### src/hw/rtl/ppw_pkg.sv
// shared types, constants and register codes of the peer presence watchdog
package ppw_pkg;

  // timestamp width; differences wrap modulo 2**TimeBits
  localparam int unsigned TimeBits = 48;
  // compare width: wide enough for a timestamp and a 32-bit limit
  localparam int unsigned CmpBits  = (TimeBits > 32) ? TimeBits : 32;
  localparam int unsigned LimBits  = 32;
  localparam int unsigned CntBits  = 3;

  // configuration port
  localparam int unsigned CfgIdxBits  = 2;
  localparam int unsigned CfgDataBits = 32;

  localparam logic [CfgIdxBits-1:0] RegSilenceLimit = 2'd0;
  localparam logic [CfgIdxBits-1:0] RegProbeSpacing = 2'd1;
  localparam logic [CfgIdxBits-1:0] RegBailTime     = 2'd2;
  localparam logic [CfgIdxBits-1:0] RegProbeLimit   = 2'd3;

  // register reset values
  localparam logic [LimBits-1:0] SilenceLimitRst = 32'd1500000;
  localparam logic [LimBits-1:0] ProbeSpacingRst = 32'd500000;
  localparam logic [LimBits-1:0] BailTimeRst     = 32'd1500000;
  localparam logic [CntBits-1:0] ProbeLimitRst   = 3'd3;

  typedef logic [TimeBits-1:0] time_t;

  typedef enum logic [1:0] {
    OP_TICK  = 2'd0,
    OP_FRAME = 2'd1,
    OP_PING  = 2'd2,
    OP_PONG  = 2'd3
  } opcode_e;

  typedef struct packed {
    logic [LimBits-1:0] silence_limit;
    logic [LimBits-1:0] probe_spacing;
    logic [LimBits-1:0] bail_time;
    logic [CntBits-1:0] probe_limit;
  } cfg_t;

  typedef struct packed {
    time_t              last_heard_time;
    time_t              check_start_time;
    time_t              last_probe_time;
    logic [CntBits-1:0] probes_sent;
    logic               check_active;
    logic               lost_flag;
    logic               pong_flag;
  } state_t;

  typedef struct packed {
    logic send_probe;
    logic send_reply;
    logic lost_event;
    logic restored_event;
    logic link_lost;
    logic roundtrip_seen;
  } result_t;

  // link starts lost, everything else cleared
  localparam state_t StateRst = '{
    last_heard_time:  '0,
    check_start_time: '0,
    last_probe_time:  '0,
    probes_sent:      '0,
    check_active:     1'b0,
    lost_flag:        1'b1,
    pong_flag:        1'b0
  };

  // wrapped time difference, widened for comparison against a limit
  function automatic logic [CmpBits-1:0] elapsed(input time_t now, input time_t then);
    time_t diff;
    diff = now - then;
    return CmpBits'(diff);
  endfunction

endpackage

### src/hw/rtl/ppw_if.sv
// valid/ready channel interfaces for event words and result words

interface ppw_in_if;
  logic                    valid;
  logic                    ready;
  logic [1:0]              opcode;
  logic [ppw_pkg::TimeBits-1:0] time_now;

  modport source (output valid, output opcode, output time_now, input ready);
  modport sink   (input valid, input opcode, input time_now, output ready);
endinterface

interface ppw_out_if;
  logic valid;
  logic ready;
  logic send_probe;
  logic send_reply;
  logic lost_event;
  logic restored_event;
  logic link_lost;
  logic roundtrip_seen;

  modport source (output valid, output send_probe, output send_reply, output lost_event,
                  output restored_event, output link_lost, output roundtrip_seen,
                  input ready);
  modport sink   (input valid, input send_probe, input send_reply, input lost_event,
                  input restored_event, input link_lost, input roundtrip_seen,
                  output ready);
endinterface

### src/hw/rtl/peer_presence_watchdog_core.sv
// Peer presence watchdog: takes one event word (tick or peer frame/ping/pong
// with a timestamp) per clock cycle while the result side keeps taking words
// and returns one result word per event. An event is held in an input
// register, then passes the next-state logic (three wrapped timestamp
// subtractions and compares) into the result register. The watchdog state
// is updated as each event moves into the result register, so consecutive
// events see each other's effect. The user must write configuration only
// while the block is idle; the block itself does not enforce this.
module peer_presence_watchdog_core (
  input  logic                            clk_i,
  input  logic                            rst_ni,
  ppw_in_if.sink                          in_if,
  ppw_out_if.source                       out_if,
  input  logic                            cfg_we_i,
  input  logic [ppw_pkg::CfgIdxBits-1:0]  cfg_idx_i,
  input  logic [ppw_pkg::CfgDataBits-1:0] cfg_data_i
);

  ppw_pkg::cfg_t    cfg;
  ppw_pkg::state_t  state_q, state_d;
  ppw_pkg::result_t result_q, result_d;
  logic             in_valid_q, out_valid_q, out_valid_d, advance;
  logic [1:0]       opcode_q;
  ppw_pkg::time_t   time_now_q;

  ppw_cfg_regs u_cfg (
    .clk_i      (clk_i),
    .rst_ni     (rst_ni),
    .cfg_we_i   (cfg_we_i),
    .cfg_idx_i  (cfg_idx_i),
    .cfg_data_i (cfg_data_i),
    .cfg_o      (cfg)
  );

  // handshake: move the held word on when the result register is free
  assign advance     = in_valid_q && (!out_valid_q || out_if.ready);
  assign in_if.ready = !in_valid_q || advance;
  assign out_valid_d = advance || (out_valid_q && !out_if.ready);

  // input register
  always_ff @(posedge clk_i or negedge rst_ni) begin
    if (!rst_ni) begin
      in_valid_q <= 1'b0;
    end else if (in_if.ready) begin
      in_valid_q <= in_if.valid;
    end
  end

  always_ff @(posedge clk_i) begin
    if (in_if.valid && in_if.ready) begin
      opcode_q   <= in_if.opcode;
      time_now_q <= in_if.time_now;
    end
  end

  ppw_eval u_eval (
    .opcode_i   (opcode_q),
    .time_now_i (time_now_q),
    .cfg_i      (cfg),
    .state_i    (state_q),
    .state_o    (state_d),
    .result_o   (result_d)
  );

  // watchdog state and result valid
  always_ff @(posedge clk_i or negedge rst_ni) begin
    if (!rst_ni) begin
      state_q     <= ppw_pkg::StateRst;
      out_valid_q <= 1'b0;
    end else begin
      out_valid_q <= out_valid_d;
      if (advance) begin
        state_q <= state_d;
      end
    end
  end

  // result register
  always_ff @(posedge clk_i) begin
    if (advance) begin
      result_q <= result_d;
    end
  end

  assign out_if.valid          = out_valid_q;
  assign out_if.send_probe     = result_q.send_probe;
  assign out_if.send_reply     = result_q.send_reply;
  assign out_if.lost_event     = result_q.lost_event;
  assign out_if.restored_event = result_q.restored_event;
  assign out_if.link_lost      = result_q.link_lost;
  assign out_if.roundtrip_seen = result_q.roundtrip_seen;

endmodule

### src/hw/rtl/ppw_cfg_regs.sv
// configuration registers of the peer presence watchdog
module ppw_cfg_regs (
  input  logic                             clk_i,
  input  logic                             rst_ni,
  input  logic                             cfg_we_i,
  input  logic [ppw_pkg::CfgIdxBits-1:0]   cfg_idx_i,
  input  logic [ppw_pkg::CfgDataBits-1:0]  cfg_data_i,
  output ppw_pkg::cfg_t                    cfg_o
);

  ppw_pkg::cfg_t cfg_q, cfg_d;

  // decode the write into the addressed field
  always_comb begin
    cfg_d = cfg_q;
    if (cfg_we_i) begin
      unique case (cfg_idx_i)
        ppw_pkg::RegSilenceLimit: cfg_d.silence_limit = cfg_data_i;
        ppw_pkg::RegProbeSpacing: cfg_d.probe_spacing = cfg_data_i;
        ppw_pkg::RegBailTime:     cfg_d.bail_time     = cfg_data_i;
        ppw_pkg::RegProbeLimit:   cfg_d.probe_limit   = cfg_data_i[ppw_pkg::CntBits-1:0];
        default:                  cfg_d = cfg_q;
      endcase
    end
  end

  always_ff @(posedge clk_i or negedge rst_ni) begin
    if (!rst_ni) begin
      cfg_q.silence_limit <= ppw_pkg::SilenceLimitRst;
      cfg_q.probe_spacing <= ppw_pkg::ProbeSpacingRst;
      cfg_q.bail_time     <= ppw_pkg::BailTimeRst;
      cfg_q.probe_limit   <= ppw_pkg::ProbeLimitRst;
    end else begin
      cfg_q <= cfg_d;
    end
  end

  assign cfg_o = cfg_q;

endmodule

### src/hw/rtl/ppw_eval.sv
// next-state and result logic for one event word
module ppw_eval (
  input  logic [1:0]       opcode_i,
  input  ppw_pkg::time_t   time_now_i,
  input  ppw_pkg::cfg_t    cfg_i,
  input  ppw_pkg::state_t  state_i,
  output ppw_pkg::state_t  state_o,
  output ppw_pkg::result_t result_o
);

  logic [ppw_pkg::CmpBits-1:0] el_heard, el_probe, el_check;
  logic [ppw_pkg::CmpBits-1:0] silence_w, spacing_w, bail_w;
  logic [ppw_pkg::CntBits-1:0] probes_eff;
  ppw_pkg::time_t              last_probe_eff;
  logic                        starting, silent, spacing_ok, probe, lose;
  ppw_pkg::opcode_e            op;

  assign op = ppw_pkg::opcode_e'(opcode_i);

  // limits widened to compare width
  assign silence_w = ppw_pkg::CmpBits'(cfg_i.silence_limit);
  assign spacing_w = ppw_pkg::CmpBits'(cfg_i.probe_spacing);
  assign bail_w    = ppw_pkg::CmpBits'(cfg_i.bail_time);

  // a check that starts on this tick sees cleared probe state and zero age
  assign starting       = !state_i.check_active;
  assign probes_eff     = starting ? '0 : state_i.probes_sent;
  assign last_probe_eff = starting ? '0 : state_i.last_probe_time;

  assign el_heard = ppw_pkg::elapsed(time_now_i, state_i.last_heard_time);
  assign el_probe = ppw_pkg::elapsed(time_now_i, last_probe_eff);
  assign el_check = starting ? '0 : ppw_pkg::elapsed(time_now_i, state_i.check_start_time);

  assign silent     = el_heard >= silence_w;
  assign spacing_ok = (probes_eff == '0) || (el_probe >= spacing_w);
  assign probe      = (probes_eff < cfg_i.probe_limit) && spacing_ok;
  assign lose       = !state_i.lost_flag && (el_check >= bail_w);

  always_comb begin
    state_o  = state_i;
    result_o = '0;
    unique case (op)
      // tick: silence check, probing and loss detection
      ppw_pkg::OP_TICK: begin
        if (silent) begin
          if (starting) begin
            state_o.check_active     = 1'b1;
            state_o.check_start_time = time_now_i;
            state_o.last_probe_time  = '0;
            state_o.probes_sent      = '0;
          end
          if (probe) begin
            result_o.send_probe     = 1'b1;
            state_o.last_probe_time = time_now_i;
            state_o.probes_sent     = probes_eff + 1'b1;
          end
          if (lose) begin
            state_o.lost_flag   = 1'b1;
            result_o.lost_event = 1'b1;
          end
        end
      end
      // any peer word marks presence
      ppw_pkg::OP_FRAME, ppw_pkg::OP_PING, ppw_pkg::OP_PONG: begin
        state_o.last_heard_time  = time_now_i;
        state_o.check_active     = 1'b0;
        state_o.check_start_time = '0;
        state_o.probes_sent      = '0;
        state_o.lost_flag        = 1'b0;
        result_o.restored_event  = state_i.lost_flag;
        result_o.send_reply      = (op == ppw_pkg::OP_PING);
        if (op == ppw_pkg::OP_PONG) begin
          state_o.pong_flag = 1'b1;
        end
      end
      default: state_o = state_i;
    endcase
    result_o.link_lost      = state_o.lost_flag;
    result_o.roundtrip_seen = state_o.pong_flag;
  end

endmodule

### src/flat_wrapper.sv
// flat-port wrapper written by rule: the top's interface ports become plain ports
module peer_presence_watchdog_core_flat 
  (clk_i, rst_ni, cfg_we_i, cfg_idx_i, cfg_data_i, in_if_valid, in_if_opcode, in_if_time_now, in_if_ready, out_if_valid, out_if_send_probe, out_if_send_reply, out_if_lost_event, out_if_restored_event, out_if_link_lost, out_if_roundtrip_seen, out_if_ready);
  ppw_in_if in_if_i ();
  ppw_out_if out_if_i ();
  input  logic clk_i;
  input  logic rst_ni;
  input  logic cfg_we_i;
  input  logic [ppw_pkg::CfgIdxBits-1:0] cfg_idx_i;
  input  logic [ppw_pkg::CfgDataBits-1:0] cfg_data_i;
  input wire logic [$bits(in_if_i.valid)-1:0] in_if_valid;
  input wire logic [$bits(in_if_i.opcode)-1:0] in_if_opcode;
  input wire logic [$bits(in_if_i.time_now)-1:0] in_if_time_now;
  output wire logic [$bits(in_if_i.ready)-1:0] in_if_ready;
  output wire logic [$bits(out_if_i.valid)-1:0] out_if_valid;
  output wire logic [$bits(out_if_i.send_probe)-1:0] out_if_send_probe;
  output wire logic [$bits(out_if_i.send_reply)-1:0] out_if_send_reply;
  output wire logic [$bits(out_if_i.lost_event)-1:0] out_if_lost_event;
  output wire logic [$bits(out_if_i.restored_event)-1:0] out_if_restored_event;
  output wire logic [$bits(out_if_i.link_lost)-1:0] out_if_link_lost;
  output wire logic [$bits(out_if_i.roundtrip_seen)-1:0] out_if_roundtrip_seen;
  input wire logic [$bits(out_if_i.ready)-1:0] out_if_ready;
  assign in_if_i.valid = in_if_valid;
  assign in_if_i.opcode = in_if_opcode;
  assign in_if_i.time_now = in_if_time_now;
  assign in_if_ready = in_if_i.ready;
  assign out_if_valid = out_if_i.valid;
  assign out_if_send_probe = out_if_i.send_probe;
  assign out_if_send_reply = out_if_i.send_reply;
  assign out_if_lost_event = out_if_i.lost_event;
  assign out_if_restored_event = out_if_i.restored_event;
  assign out_if_link_lost = out_if_i.link_lost;
  assign out_if_roundtrip_seen = out_if_i.roundtrip_seen;
  assign out_if_i.ready = out_if_ready;
  peer_presence_watchdog_core u_core (.clk_i(clk_i), .rst_ni(rst_ni), .in_if(in_if_i), .out_if(out_if_i), .cfg_we_i(cfg_we_i), .cfg_idx_i(cfg_idx_i), .cfg_data_i(cfg_data_i));
endmodule
### config.mk
export PLATFORM = sky130hd
export DESIGN_NAME = peer_presence_watchdog_core_flat
export DESIGN_NICKNAME = d
export VERILOG_FILES = /design/src/hw/rtl/ppw_pkg.sv /design/src/hw/rtl/ppw_if.sv /design/src/hw/rtl/peer_presence_watchdog_core.sv /design/src/hw/rtl/ppw_cfg_regs.sv /design/src/hw/rtl/ppw_eval.sv /design/src/flat_wrapper.sv
export SDC_FILE = /design/constraint.sdc
export NUM_CORES = 1
export LEC_CHECK = 0
export ABC_AREA = 1
export BUFFER_PORTS_ARGS = -buffer_cell sky130_fd_sc_hd__buf_2
export CELL_PAD_IN_SITES_DETAIL_PLACEMENT = 1
export CELL_PAD_IN_SITES_GLOBAL_PLACEMENT = 2
export CORE_ASPECT_RATIO = 0.75
export CORE_UTILIZATION = 39
export DETAILED_ROUTE_END_ITERATION = 8
export PLACE_DENSITY = 0.84
export SETUP_SLACK_MARGIN = 0.15
export SLEW_MARGIN = 20
export SYNTH_ARGS = -nofsm -noshare
export SYNTH_HDL_FRONTEND = slang
export SYNTH_SLANG_ARGS = --single-unit
export TNS_END_PERCENT = 30
### constraint.sdc
create_clock -name clk_i -period 7.15 [get_ports clk_i]
set_clock_uncertainty 0.15 [all_clocks]
set_input_delay 0.3575 -clock clk_i [delete_from_list [all_inputs] [get_ports clk_i]]
set_output_delay 0.3575 -clock clk_i [all_outputs]
set_load 0.05 [all_outputs]
==> out/qor.txt <==
Async S/R FF share, synth: 81.76%
Post-Syn Area: 25,460 µm²
WS Path Type: register to register
Worst-margin pin slew: 0.9612 ns
Post-DR vias/cell: 5.138
Initial core utilization: 39.74%
Layout cells sized above 1: 9.592%
Routed WL per cell: 19.94 µm
Fmax: 0.1766 GHz
Simple-Gate Fraction of Synth Area: 30.05%
Worst skew pair latency: 0.56 ns
Synth top area share: 21.72%
Largest family of logic cells by synthesized area: simple AND/OR/NAND/NOR gates
Register bit total from synthesis: 307
Total routed wirelength: 96,390 µm
Fin nets: 4,279
Most common cell after layout, fill and taps aside: nand2_1
Starting DRC count in detailed routing: 1,619
Synthesized area per cell: 6.732 µm²
Placed Instance Area: 26,980 µm²
Compound-cell area share of the yosys netlist: 13.27%
CTS Buf Count: 36
CP max stage delay: 0.66 ns
Total leakage power: 0.01467 µW
DP HPWL: 79,070 µm
Post-synthesis mux area share: 0%
Slowest CP cell: edfxtp_1
Period minus WS final: 5.664 ns
Mapped Cells: 3,782
Initial antenna violation count: 7
H-Tree Depth: 2
DR DRC count: 0
Yosys warning count: 0
Antenna-violating nets left: 0
Fin area: 28,790 µm²
Via Count: 24,830
Crit end category: register
Port buffer count: 96
Cell Rows: 80
Crit start category: register
Total Die Area: 66,320 µm²
Vias in the first global route: 25,940
Largest net degree at the start of global routing: 93
Power per Cell Area: 295.2 nW/µm²
Commonest non-fill, non-tap cells in the layout: nand2_1 (1,285), inv_1 (609), nor2_1 (263)
Status: completed
CTS tree: built
CP Data Arrival Time: 5.99 ns
Synth Area in Adders: 12.13%
Setup TNS: 0 ns
Final Max Slew Viols: 0
Root buf cell: clkbuf_16
Core box area: 64,060 µm²
EDFF count, synth: 56
HP Class: input pin to register
DR pass1 iterations: 5
RSZ-0062 raised after global routing: false
Post-CTS sizing: 0
CTS Buffer Depth: 3
Area leader, netlist: dfrtp_1
Critical Path RT: 7.48 ns
CTS Sinks: 307
Global Route Usage Sum: 29.43%
Dominant synthesized flop cell: dfrtp_1
GPL Wtd Cong: 0.9040
Sequential fraction of the synthesis area: 31.42%
Syn-to-layout area delta: 13.08%
Number of top-level pins: 97
Die Wd: 297.0 µm
Largest cells by area after synthesis: dfrtp_1 (22%), nand2_1 (19%), ha_1 (12%), inv_1 (9.0%), edfxtp_1 (6.6%)
Die Ht: 223.3 µm
Setup Viol. Count Final: 0
Diodes inserted: 0
Syn Nets: 4,116
Post-Synth XOR/XNOR Area: 2.408%
Worst Path Max Fanout: 54
First-pass GRT wire length: 150,200 µm
Final period utilization: 79.22%
Fin. Hold Viols: 0
Most used cell, CP: nand2_1
# Max-Cap Violations: 0
Cts hold-fix bufs: 55
Grt ovf: 0
Reg clk slew, reported paths: 0.06 ns
Post-CTS Setup Repair Bufs: 0
Worst vdd rail ir drop: 197.5 µV
Synth cell types: 53
Slew HR: 35.24%
[cells by family after synthesis]
logic type                 Yosys count
buffers and inverters              691
DFF                                307
AOI/OAI and AO/OA                  605
adders and majority gates          245
xor gates and xnor gates            70
and+or+nand+nor                   1864
[worst max-delay path, delay by kind of cell, from the launching register on]
family	cells	cell delay (ns)
AO/OA/AOI/OAI	5	1.04
buffers and inverters	3	0.49
XOR/XNOR	1	0.26
AND/OR/NAND/NOR	16	2.13
adder cells (fa/ha/maj)	2	0.81
flip-flops	1	0.66
[state kept, by name, summed over array words and instances, names as in the netlist]
| register | cells |
|---|---|
| u_core.state_q | 150 |
| u_core.u_cfg.cfg_o | 99 |
| u_core.time_now_q | 48 |
| u_core.opcode_q | 2 |
| u_core.in_valid_q | 1 |
| u_core.out_if.link_lost | 1 |
| u_core.out_if.lost_event | 1 |
| u_core.out_if.restored_event | 1 |
| u_core.out_if.roundtrip_seen | 1 |
| u_core.out_if.send_probe | 1 |
| u_core.out_if.send_reply | 1 |
| u_core.out_if.valid | 1 |
[cell type report]
class,count,area [µm²]
tap,861,1077
timing repair buffer,188,1344
sequential,307,8001
multi-input combinational,2784,14760
fill,8467,35270
clock inverter,15,170.2
inverter,628,2357
clock buffer,50,1075
[stage by stage]
step / utilization (%) / setup slack, ns / cells / power [µW] / hold WS (ns)
2_1_floorplan: - / 2.603 / 3782 / 5223 / -0.08809
3_3_place_gp: 42.12 / 1.546 / 4713 / 6434 / 0.2008
3_5_place_dp: 42.12 / 1.545 / 4713 / 6518 / 0.1998
4_1_cts: 44.92 / 1.496 / 4833 / 8545 / 0.01014
5_1_grt: 44.94 / 1.003 / 4833 / 9205 / 0.05972
6_report: 44.94 / 1.486 / 4833 / 8498 / 0.04070
[cell usage after synthesis (2+ instances only)]
master and count:
a211oi_1 6, ha_1 242, nand2_4 2, nand2_2 55, buf_12 5, clkbuf_1 38
dfrtp_1 221, xor2_1 48, a21oi_1 229, nor3_1 39, buf_6 3, nand2_1 1287
and2_1 5, inv_2 16, dfstp_2 30, nand3_1 125, a31oi_1 10, o21ai_1 6
o221a_2 2, nand4_1 40, o211ai_1 2, a21boi_0 3, nor4_1 4, a21o_1 5
inv_1 610, fa_1 3, nor2_1 264, nand3_2 6, nor3_2 4, o21ai_0 251
o21a_1 12, buf_4 3, o21ai_2 41, o21bai_1 31, clkinv_1 2, nor2_4 2
nand3b_1 10, buf_2 12, edfxtp_1 56, nor2_2 17, or2_2 2, xnor2_1 22
[final timing paths]
path                                       startpoint                     end  slack [ns]  depth (start not counted)
worst max-delay path            u_core.time_now_q[20]      u_core.state_q[56]        1.49                         27
worst min-delay path                   cfg_data_i[31]  u_core.u_cfg.cfg_o[34]        0.04                          3
max in group asynchronous                      rst_ni      u_core.state_q[47]        5.31                          3
worst max register to register  u_core.time_now_q[20]      u_core.state_q[56]        1.49                         27
worst min register to register      u_core.state_q[6]       u_core.state_q[6]        0.32                          2
min in group asynchronous                      rst_ni  u_core.u_cfg.cfg_o[71]        0.19                          2
[metal layers]
metal,up-vias,share of wire (%),GRT usage [%]
met5,-,0,0
met4,0,2.4,7.366
met3,128,3.9,2.688
met2,418,44,46.89
met1,11980,50,42.73
li1,12310,-,-
[power by group]
group          total [µW]  internal, µW  switching (µW)
clock network        1960          1140             822
registers            2350          2140             212
logic                4180          1400            2780
(Power assumes the default switching activity.)
